--- config.mk ---
export PLATFORM = sky130hd
export DESIGN_NAME = sasc_ram
export DESIGN_NICKNAME = d
export VERILOG_FILES = /design/src/hdl/sasc_ram.sv
export SDC_FILE = /design/constraint.sdc
export NUM_CORES = 1
export LEC_CHECK = 0
export ABC_CLOCK_PERIOD_IN_PS = 2000
export BUFFER_PORTS_ARGS = -buffer_cell sky130_fd_sc_hd__buf_2
export CORE_MARGIN = 2
export CORE_UTILIZATION = 63
export CTS_BUF_LIST = sky130_fd_sc_hd__clkbuf_4 sky130_fd_sc_hd__clkbuf_8
export DETAILED_ROUTE_END_ITERATION = 8
export GPL_ROUTABILITY_DRIVEN = 0
export GPL_TIMING_DRIVEN = 0
export PLACE_DENSITY = 0.82
export SYNTH_ARGS = -nofsm -noshare
export SYNTH_HDL_FRONTEND = slang
export SYNTH_SLANG_ARGS = --single-unit
--- constraint.sdc ---
create_clock -name clk_i -period 2 [get_ports clk_i]
set_clock_uncertainty 0.15 [all_clocks]
set_input_delay 0.2 -clock clk_i [delete_from_list [all_inputs] [get_ports clk_i]]
set_output_delay 0.2 -clock clk_i [all_outputs]
set_load 0.02 [all_outputs]
--- src/hdl/sasc_ram.sv ---
// Generic single-port-write, single-read RAM with registered read data.
// No dependencies.
`default_nettype none
module sasc_ram #(
  parameter int unsigned Width = 8,
  parameter int unsigned Depth = 16
) (
  input  wire logic                     clk_i,
  input  wire logic                     we_i,
  input  wire logic [$clog2(Depth)-1:0] waddr_i,
  input  wire logic [Width-1:0]         wdata_i,
  input  wire logic [$clog2(Depth)-1:0] raddr_i,
  output logic      [Width-1:0]         rdata_o
);
  logic [Width-1:0] mem [Depth];
  always_ff @(posedge clk_i) begin
    if (we_i) begin
      mem[waddr_i] <= wdata_i;
    end
    rdata_o <= mem[raddr_i];
  end
endmodule
`default_nettype wire

==> Word level (Yosys, flattened, before mapping) <==
Memory sizes are Yosys's and may differ from the RTL's. A register that Yosys moved wholly into a read port is not among the register bits.
Index checks and enable logic that the tools add are counted.
{ "op_classes": {"n_addsub": 0, "n_mul": 0, "n_div": 0, "order_cmp": 0, "n_eq_ne": 0, "shifts": 0, "mux": 2, "bitwise_logic": 0, "reduce_logical": 0} }
{ "ops": {"columns": ["cell", "count"], "rows": [
  ["2-to-1 mux 1 bit", 2]
]} }
{ "totals": {"ff_bits": 0, "latchBits": 0, "ram_bits": 128, "mem_bits_ro": 0, "in_bits": 18, "out_inout_bits": 8, "word_cells": 3, "memories": 1} }
{ "mem_list": {"columns": ["name", "depth", "word_bits", "read_ports", "rd_clocked_by_memory_dff", "write_ports", "line_no", "text"], "rows": [
  ["mem", 16, 8, 1, 1, 1, "15", "logic [Width-1:0] mem [Depth];"]
]} }

==> Longest topological paths before layout <==
Gate-level depths: netlist of the first run.
{ "logic_depth": {"word_depth": 2, "mapped_depth": 5} }

==> Worst setup path after synthesis of the first run <==
OpenSTA, ideal clock, no wires.
{ "synth_timing": {"path_kind": "input to register", "startpoint": "in waddr_i[2]", "endpoint": "mem mem[0][0] (enable)", "arrival_ns": 1.310, "required_time_ns": 1.467, "path_slack_ns": 0.157, "path_stages": 2, "path_buffers": 0, "path_cell_list": "or3b_2 > nor3_1"} }
{ "synth_lines": {"columns": ["element", "line_no", "text"], "rows": [
  ["start, declared", "10", "input wire logic [$clog2(Depth)-1:0] waddr_i,"],
  ["end, declared", "15", null]
]} }
No word-level cell before the write port.

==> Final worst setup path of the first run <==
{ "layout_timing": {"startpoint": "in waddr_i[2]", "endpoint": "mem mem[8][6] (enable)"} }
No word-level cell before the write port.

==> impl_metrics.yaml, run 1 <==
status:
  status: "finished, final reports clean"
setup_path:
  cp-end-kind: "flop"
  worst_setup_path_start_kind: "input pin"
  path_class: "input pin to flop"
  critPathArrivalTime_ns: 1.52
  r2r_setup_slack_ns: 0.47
  crit_fanout: 8
  crit_required_ns: 1.88
grt:
  grt_use_total: 0.239
  grt_pass1_vias: 2397
  grt_antenna_before_repair: 0
  grt_max_degree: 17
  gr-total-overflow: 0
  grt_pass1_wl_um: 14100
sta:
  slew_viol_final: 0
  setup_violations: 0
  finalHoldViolations: 0
  period_needed_ns: 1.64
  fin_ws_ns: 0.362
  max_slew_margin: 0.192
  fmax_mhz: 610
  rsz0062_at_grt: "false"
  fin_setup_tns_ns: 0
  period_share: 0.819
  tightest_slew_ns: 1.20
placed_design:
  placed_area_sq_mm: 0.00540
  dp.cells: 355
  io_buffers: 24
  post-dp-hpwl_um: 6090
  dp_slack_ns: -0.427
cts:
  clock_path_buffers: 2
  path_clk_slew_ns: 0.07
  cts_tree: "yes"
  htreeDepth: 4
  insertion_delay_ns: 0.42
  clkSinkCount: 136
  cts_buffers: 17
  cts_setup_buffers: 0
  root_buffer: "clkbuf_8"
pwr:
  p_leak_nw: 1.93
  power.density_mw_per_mm2: 990
  ir_drop_mv: 0.822
floorplanning:
  die_h_um: 94.4
  die_area_sq_mm: 0.00891
  core.rowCount: 32
  coreArea_sq_mm: 0.00781
  die_w_um: 94.4
  initial_core_util: 0.659
  ios: 26
yosys:
  syn_area_sq_mm: 0.00515
  muxShareOfSynthArea: 0.150
  synth.avg_cell_area_sq_um: 22.5
  yosys.area_share.adder: 0
  synth-simple-area-share: 0.0318
  yosysSeqAreaShare: 0.778
  ys_ff_latch: 136
  ys.warnings.count: 0
  synth-compound-area-share: 0.0233
  synth_top_family_by_area: "multiplexers"
  synthesis.nets: 247
  synthXorXnorAreaFrac: 0
  synthCells: 229
  synth.distinct_cells: 19
routing:
  vias: 2433
  first_iter_violations: 272
  wl_um: 9530
  drt_first_pass_iters: 6
  wl_per_cell_um: 24.6
  viasPerCell: 6.29
  antenna_left: 0
  drc: 0
worst_hold_path:
  min_path_type: "input pin to flop"
finish:
  final_common_cell: "edfxtp_1"
  instances_no_fill: 387
  antenna_cells: 0
  fin_nets: 290
  area_growth_pct: 12.7
  fin_area_sq_mm: 0.00580
  layout_common_cells: "edfxtp_1, buf_2, mux4_2"
  drive_gt1_frac: 0.288
flow_run:
  maxCapViolations: 0
[critical path: stages]
cell and delay (ns):
buf_2 0.11, nand3b_1 0.25, nor3_1 0.96
[worst paths after layout]
check / start / to / cells past startpoint
max: waddr_i[2] / mem[8][6] / 3
min: wdata_i[6] / mem[6][6] / 1
max reg2reg: mem[0][3] / rdata_o[3] / 3
min reg2reg: mem[10][7] / rdata_o[7] / 3
[final cells by class]
cell class	instances	area (sq um)
repair buffers	24	120
multi-input cells	83	1060
fillers	428	2010
clock inverters	14	158
well taps	102	128
flip-flops and latches	136	4000
plain buffers	10	86.3
clock buffers	18	241
[what timing repair did]
item | CTS | global route
endpoints found under the setup margin | 0 | 8
hold buffers | 0 | 0
resized for setup | 0 | 1
[flip-flops by register name (all words and copies together) (netlist names)]
register / flops
rdata_o: 8
mem: 128
[cells in the mapped netlist (all sizes together)]
cell           count  area, sq um
edfxtp           128         3840
mux4              32          773
a22oi             16          120
nor2              13         48.8
nand2              9         33.8
dfxtp              8          160
buf                7         56.3
nor3               4         20.0
clkdlybuf4s25      3         30.0
nand2b             2         12.5
nand3b             2         15.0
and2               1         6.26
and2b              1         7.51
nand3              1         5.00
nor2b              1         6.26
or3b               1         8.76
[through the flow]
| stage | hold WS [ns] | power (mW) | util |
|---|---|---|---|
| final | 0.0238 | 5.74 | 0.743 |
| after global routing | 0.0223 | 5.91 | 0.743 |
| after CTS | 0.0107 | 5.76 | 0.742 |
| after detailed placement | 0.465 | 3.58 | 0.691 |
| after global placement | 0.440 | 3.56 | 0.691 |
| after floorplan | 0.149 | 3.44 | - |
[cells by family (layout without fill, tap and decap cells)]
group                  Yosys count  count (layout)
buffers and inverters           10              66
DFF                            136             136
and+or+nand+nor                 35              35
muxes                           32              32
AOI/OAI and AO/OA               16              16
[power by group]
group | switching [mW] | total, mW | internal [mW]
Sequential | 0.0154 | 3.20 | 3.18
Combinational | 0.196 | 0.323 | 0.127
Clock | 0.992 | 2.22 | 1.23
[routing by layer]
metal | GRT usage | vias to the layer above | part of all wire
met3 | 0.0583 | 8 | 0.079
met2 | 0.352 | 135 | 0.49
li1 | - | 1057 | -
met4 | 0.0906 | 0 | 0.011
met5 | 0 | - | 0
met1 | 0.358 | 1233 | 0.42
(Power assumes the default switching activity.)
==> run 2: changes to the inputs <==
==> config.mk (replaced) <==
export PLATFORM = sky130hd
export DESIGN_NAME = sasc_ram
export DESIGN_NICKNAME = d
export VERILOG_FILES = /design/src/hdl/sasc_ram.sv
export SDC_FILE = /design/constraint.sdc
export NUM_CORES = 1
export LEC_CHECK = 0
export ABC_CLOCK_PERIOD_IN_PS = 1450
export BUFFER_PORTS_ARGS = -buffer_cell sky130_fd_sc_hd__buf_2
export CORE_MARGIN = 2
export CORE_UTILIZATION = 57
export CTS_BUF_LIST = sky130_fd_sc_hd__clkbuf_4 sky130_fd_sc_hd__clkbuf_8
export DETAILED_ROUTE_END_ITERATION = 8
export GPL_ROUTABILITY_DRIVEN = 0
export GPL_TIMING_DRIVEN = 0
export PLACE_DENSITY = 0.78
export SYNTH_ARGS = -nofsm -noshare
export SYNTH_HDL_FRONTEND = slang
export SYNTH_SLANG_ARGS = --single-unit
==> constraint.sdc (replaced) <==
create_clock -name clk_i -period 1.45 [get_ports clk_i]
set_clock_uncertainty 0.15 [all_clocks]
set_input_delay 0.145 -clock clk_i [delete_from_list [all_inputs] [get_ports clk_i]]
set_output_delay 0.145 -clock clk_i [all_outputs]
set_load 0.02 [all_outputs]
==> run 2 against run 1 <==
  * Final area increased by 2.1%
  * Final cell count increased by 3.1%
  * Combinational power rose by 52%
  * Clock power up 33%
  * First-iteration DRC count rose by 30%
  * Sequential power rose by 38%
  * Core utilization fell by 6.4 points
  * Die area rose by 10%
  * Critical endpoint is now rdata_o[1]
  * Flip-flop and latch count unchanged
  * Critical path type is now flop to flop
  * Non-clock buffer count is 8 higher
==> impl_metrics.yaml, run 2 (synthesis results as in run 1) <==
status:
  status: "finished, final reports clean"
routing:
  drt_first_pass_iters: 4
  wl_per_cell_um: 23.3
  antenna_left: 0
  first_iter_violations: 353
  wl_um: 9290
  drc: 0
  viasPerCell: 6.06
  vias: 2416
sta:
  setup_violations: 0
  fin_setup_tns_ns: 0
  period_share: 0.994
  finalHoldViolations: 0
  slew_viol_final: 0
  period_needed_ns: 1.44
  max_slew_margin: 0.438
  fmax_mhz: 694
  tightest_slew_ns: 0.840
  rsz0062_at_grt: "true"
setup_path:
  slowest_delay_ns: 0.52
  crit_fanout: 1
  path_class: "flop to flop"
  worstSetupEndpoint: "rdata_o[1]"
  r2r_setup_slack_ns: 0.009
  r2r_start: "mem[1][1]"
  critPathArrivalTime_ns: 1.60
  crit_required_ns: 1.61
  crit_chain: "mux4_1 > a22oi_2 > nand2_1"
  crit_start: "mem[1][1]"
  reg2reg_depth: 3
  worst_setup_path_start_kind: "flop"
  cp-end-kind: "flop"
  regToRegEndpoint: "rdata_o[1]"
  slowest_stage: "mux4_1"
floorplanning:
  die_w_um: 99.0
  ios: 26
  die_area_sq_mm: 0.00981
  core.rowCount: 34
  initial_core_util: 0.590
  coreArea_sq_mm: 0.00872
  die_h_um: 99.0
finish:
  largest_reg_flops: 128
  area_growth_pct: 15.0
  antenna_cells: 0
  top_register: "mem"
  drive_gt1_frac: 0.364
  fin_nets: 298
  reg.largest.list: "mem x128, rdata_o x8"
  fin_util: 0.679
  layout_common_cells: "edfxtp_1, buf_2, mux4_2"
  final_common_cell: "edfxtp_1"
  fin_area_sq_mm: 0.00592
grt:
  gr-total-overflow: 0
  grt_use_total: 0.205
  grt_pass1_wl_um: 14000
  grt_antenna_before_repair: 0
  grt_max_degree: 17
  grt_pass1_vias: 2411
pwr:
  comb_power_share: 0.062
  p_sw_mw: 1.63
  pwr-share-seq: 0.562
  p_leak_nw: 1.93
  finalPower_mw: 7.86
  pwr-share-clk: 0.376
  power.density_mw_per_mm2: 1330
  internal_power_mw: 6.23
  ir_drop_mv: 0.757
  switching_share: 0.207
cts:
  clkSinkCount: 136
  cts_buffers: 17
  htreeDepth: 4
  root_buffer: "clkbuf_8"
  insertion_delay_ns: 0.42
  path_clk_slew_ns: 0.07
  cts_tree: "yes"
  cts_setup_buffers: 0
  clock_path_buffers: 2
placed_design:
  placed_area_sq_mm: 0.00542
  post-dp-hpwl_um: 5700
  io_buffers: 24
worst_hold_path:
  min_path_type: "input pin to flop"
flow_run:
  maxCapViolations: 0
[run 2: final cells by class]
cell class | instances | area, sq um
fill | 516 | 2800
buffer | 10 | 86.3
tap | 108 | 135
sequential | 136 | 4000
clock buffer | 17 | 234
multi-input combinational | 83 | 1120
timing repair buffer | 32 | 200
clock inverter | 13 | 138
[run 2: worst min-delay path by stage]
stage | from | endpoint | depth (start not counted)
floorplan | wdata_i[0] | mem[0][0] | 0
global placement | wdata_i[6] | mem[6][6] | 1
detailed placement | wdata_i[6] | mem[6][6] | 1
CTS | waddr_i[0] | mem[0][7] | 2
global route | waddr_i[1] | mem[0][7] | 2
finish | waddr_i[0] | mem[0][7] | 2
[run 2: through the flow]
step / hold WS (ns) / cells / worst slack (ns)
detailed placement: 0.401 / 361 / -0.532
global placement: 0.387 / 361 / -0.515
global route: 0.100 / 399 / -0.0250
finish: 0.0840 / 399 / 0.00942
CTS: 0.0532 / 399 / 0.00567
floorplan: 0.0939 / 229 / -0.111
[run 2: power groups by stage]
| stage | logic [mW] | clock network, mW | registers, mW |
|---|---|---|---|
| after detailed placement | 0.441 | 0 | 4.50 |
| after CTS | 0.480 | 2.98 | 4.41 |
| after global placement | 0.430 | 0 | 4.49 |
| final | 0.490 | 2.95 | 4.41 |
| after global routing | 0.523 | 3.12 | 4.42 |
| after floorplan | 0.224 | 0 | 4.53 |
[run 2: worst max-delay path, delay by kind of cell, from the launching register on]
family             cells  cell delay, ns
and+or+nand+nor        1            0.07
AOI/OAI and AO/OA      1            0.24
DFF                    1            0.36
muxes                  1            0.52
[run 2: layer usage]
metal	up-vias	global-route usage	part of all wire	wire [um]
met4	0	0.0790	0.0097	90
li1	1066	-	-	-
met2	96	0.322	0.49	4580
met3	8	0.0489	0.078	721
met1	1246	0.284	0.42	3900
met5	-	0	0	0
[run 2: timing repair]
action	in CTS	in global routing
resized for setup	14	13
hold buffers	8	0
endpoints found under the hold margin	128	0
setup endpoints to repair	39	16
pin swaps	6	3
==> run 3: changes to the inputs <==
--- a/config.mk
+++ b/config.mk
@@ -14,6 +14,7 @@
 export GPL_ROUTABILITY_DRIVEN = 0
 export GPL_TIMING_DRIVEN = 0
 export PLACE_DENSITY = 0.78
+export RECOVER_POWER = 25
 export SYNTH_ARGS = -nofsm -noshare
 export SYNTH_HDL_FRONTEND = slang
 export SYNTH_SLANG_ARGS = --single-unit
==> run 3 against run 2 <==
  * Sequential power is essentially flat
  * Critical path depth is the same
  * Clock power about the same
  * Fmax about the same
  * Power fell by 0.12%
  * Critical endpoint unchanged
==> impl_metrics.yaml, run 3 (synthesis results as in run 1) <==
cts:
  root_buffer: "clkbuf_8"
  cts_setup_buffers: 0
  insertion_delay_ns: 0.42
  cts_tree: "yes"
  cts_buffers: 17
  clkSinkCount: 136
  path_clk_slew_ns: 0.07
  htreeDepth: 4
  clock_path_buffers: 2
routing:
  wl_per_cell_um: 23.3
  vias: 2417
  drc: 0
  viasPerCell: 6.06
  antenna_left: 0
  drt_first_pass_iters: 4
  first_iter_violations: 350
  wl_um: 9290
grt:
  grt_pass1_vias: 2411
  gr-total-overflow: 0
  grt.busiest_layer: "met2"
  grt_util_met1: 0.284
  grt_antenna_before_repair: 0
  grt_max_degree: 17
  grt_use_total: 0.205
  met2_usage: 0.322
  grt_use_met3: 0.0489
  grt_pass1_wl_um: 14000
pwr:
  power.density_mw_per_mm2: 1330
  ir_drop_mv: 0.753
  p_leak_nw: 1.91
  finalPower_mw: 7.85
finish:
  multi_input_area_sq_mm: 0.00112
  reg.largest.list: "mem x128, rdata_o x8"
  final_common_cell: "edfxtp_1"
  fin_nets: 298
  layout_common_cells: "edfxtp_1, mux4_2, buf_2"
  largest_reg_flops: 128
  seqCellArea_sq_mm: 0.00400
  fillers: 520
  drive_gt1_frac: 0.344
  area_growth_pct: 14.9
  antenna_cells: 0
  fin_area_sq_mm: 0.00591
  top_register: "mem"
placed_design:
  dp_slack_ns: -0.532
  placed_area_sq_mm: 0.00542
  io_buffers: 24
  post-dp-hpwl_um: 5700
sta:
  slew_viol_final: 0
  period_needed_ns: 1.44
  rsz0062_at_grt: "true"
  tightest_slew_ns: 0.839
  period_share: 0.993
  max_slew_margin: 0.439
  fin_ws_ns: 0.0101
  setup_violations: 0
  finalHoldViolations: 0
  fmax_mhz: 694
setup_path:
  crit_fanout: 1
  crit_required_ns: 1.61
  r2r_start: "mem[1][1]"
  path_class: "flop to flop"
  crit_start: "mem[1][1]"
  cp-end-kind: "flop"
  worst_setup_path_start_kind: "flop"
  reg2reg_depth: 3
  critPathArrivalTime_ns: 1.60
floorplanning:
  die_area_sq_mm: 0.00981
  initial_core_util: 0.590
  core.rowCount: 34
  ios: 26
  die_w_um: 99.0
  coreArea_sq_mm: 0.00872
  die_h_um: 99.0
flow_run:
  maxCapViolations: 0
status:
  status: "finished, final reports clean"
worst_hold_path:
  hold_path.startpoint: "waddr_i[0]"
  min_path_type: "input pin to flop"
  hold_depth: 2
==> run 3: cell count changes in the layout (fill, tap and decap cells not counted), sizes merged <==
| cell | change |
|---|---|
| buf | -6 |
| clkbuf | +6 |
==> run 3: routing by layer <==
| layer | vias to the layer above | share of wire |
|---|---|---|
| li1 | 1066 | - |
| met1 | 1252 | 0.42 |
| met2 | 91 | 0.50 |
| met3 | 8 | 0.072 |
| met4 | 0 | 0.010 |
| met5 | - | 0 |
==> run 3: report_power, final <==
part / internal (mW) / switching [mW] / total, mW
sequential: 4.39 / 0.0204 / 4.41
clock: 1.64 / 1.31 / 2.95
combinational: 0.201 / 0.286 / 0.487
==> run 3: metrics by stage <==
stage / hold WS (ns) / util / cells / TNS (ns)
after floorplan: 0.0939 / - / 229 / -3.42
after global placement: 0.387 / 0.621 / 361 / -39.13
after detailed placement: 0.401 / 0.621 / 361 / -40.74
after CTS: 0.0532 / 0.678 / 399 / 0
after global routing: 0.100 / 0.678 / 399 / -0.0642
final: 0.0887 / 0.678 / 399 / 0
==> run 3: final timing paths <==
| kind | endpoint | slack (ns) |
|---|---|---|
| max | rdata_o[1] | 0.01 |
| min | mem[0][7] | 0.09 |
| max reg2reg | rdata_o[1] | 0.01 |
| min reg2reg | rdata_o[1] | 0.55 |
==> run 3: timing repair <==
| action | in CTS | in global routing |
|---|---|---|
| hold buffers | 8 | 0 |
| resized for setup | 14 | 13 |
| pin swaps | 6 | 3 |
| endpoints found under the setup margin | 39 | 16 |
| hold endpoints to repair | 128 | 0 |
==> run 3: critical path, cell delays in order, from the launching register on <==
cell and delay, ns:
edfxtp_1 0.36, mux4_1 0.52, a22oi_2 0.24, nand2_1 0.07
==> run 3: cell type report <==
cell class	instances	share of cell area
Timing Repair Buffer	32	0.0326
Buffer	10	0.0146
Multi-Input combinational cell	83	0.190
Sequential cell	136	0.677
Clock inverter	13	0.0233
Clock buffer	17	0.0396
Tap cell	108	0.0229
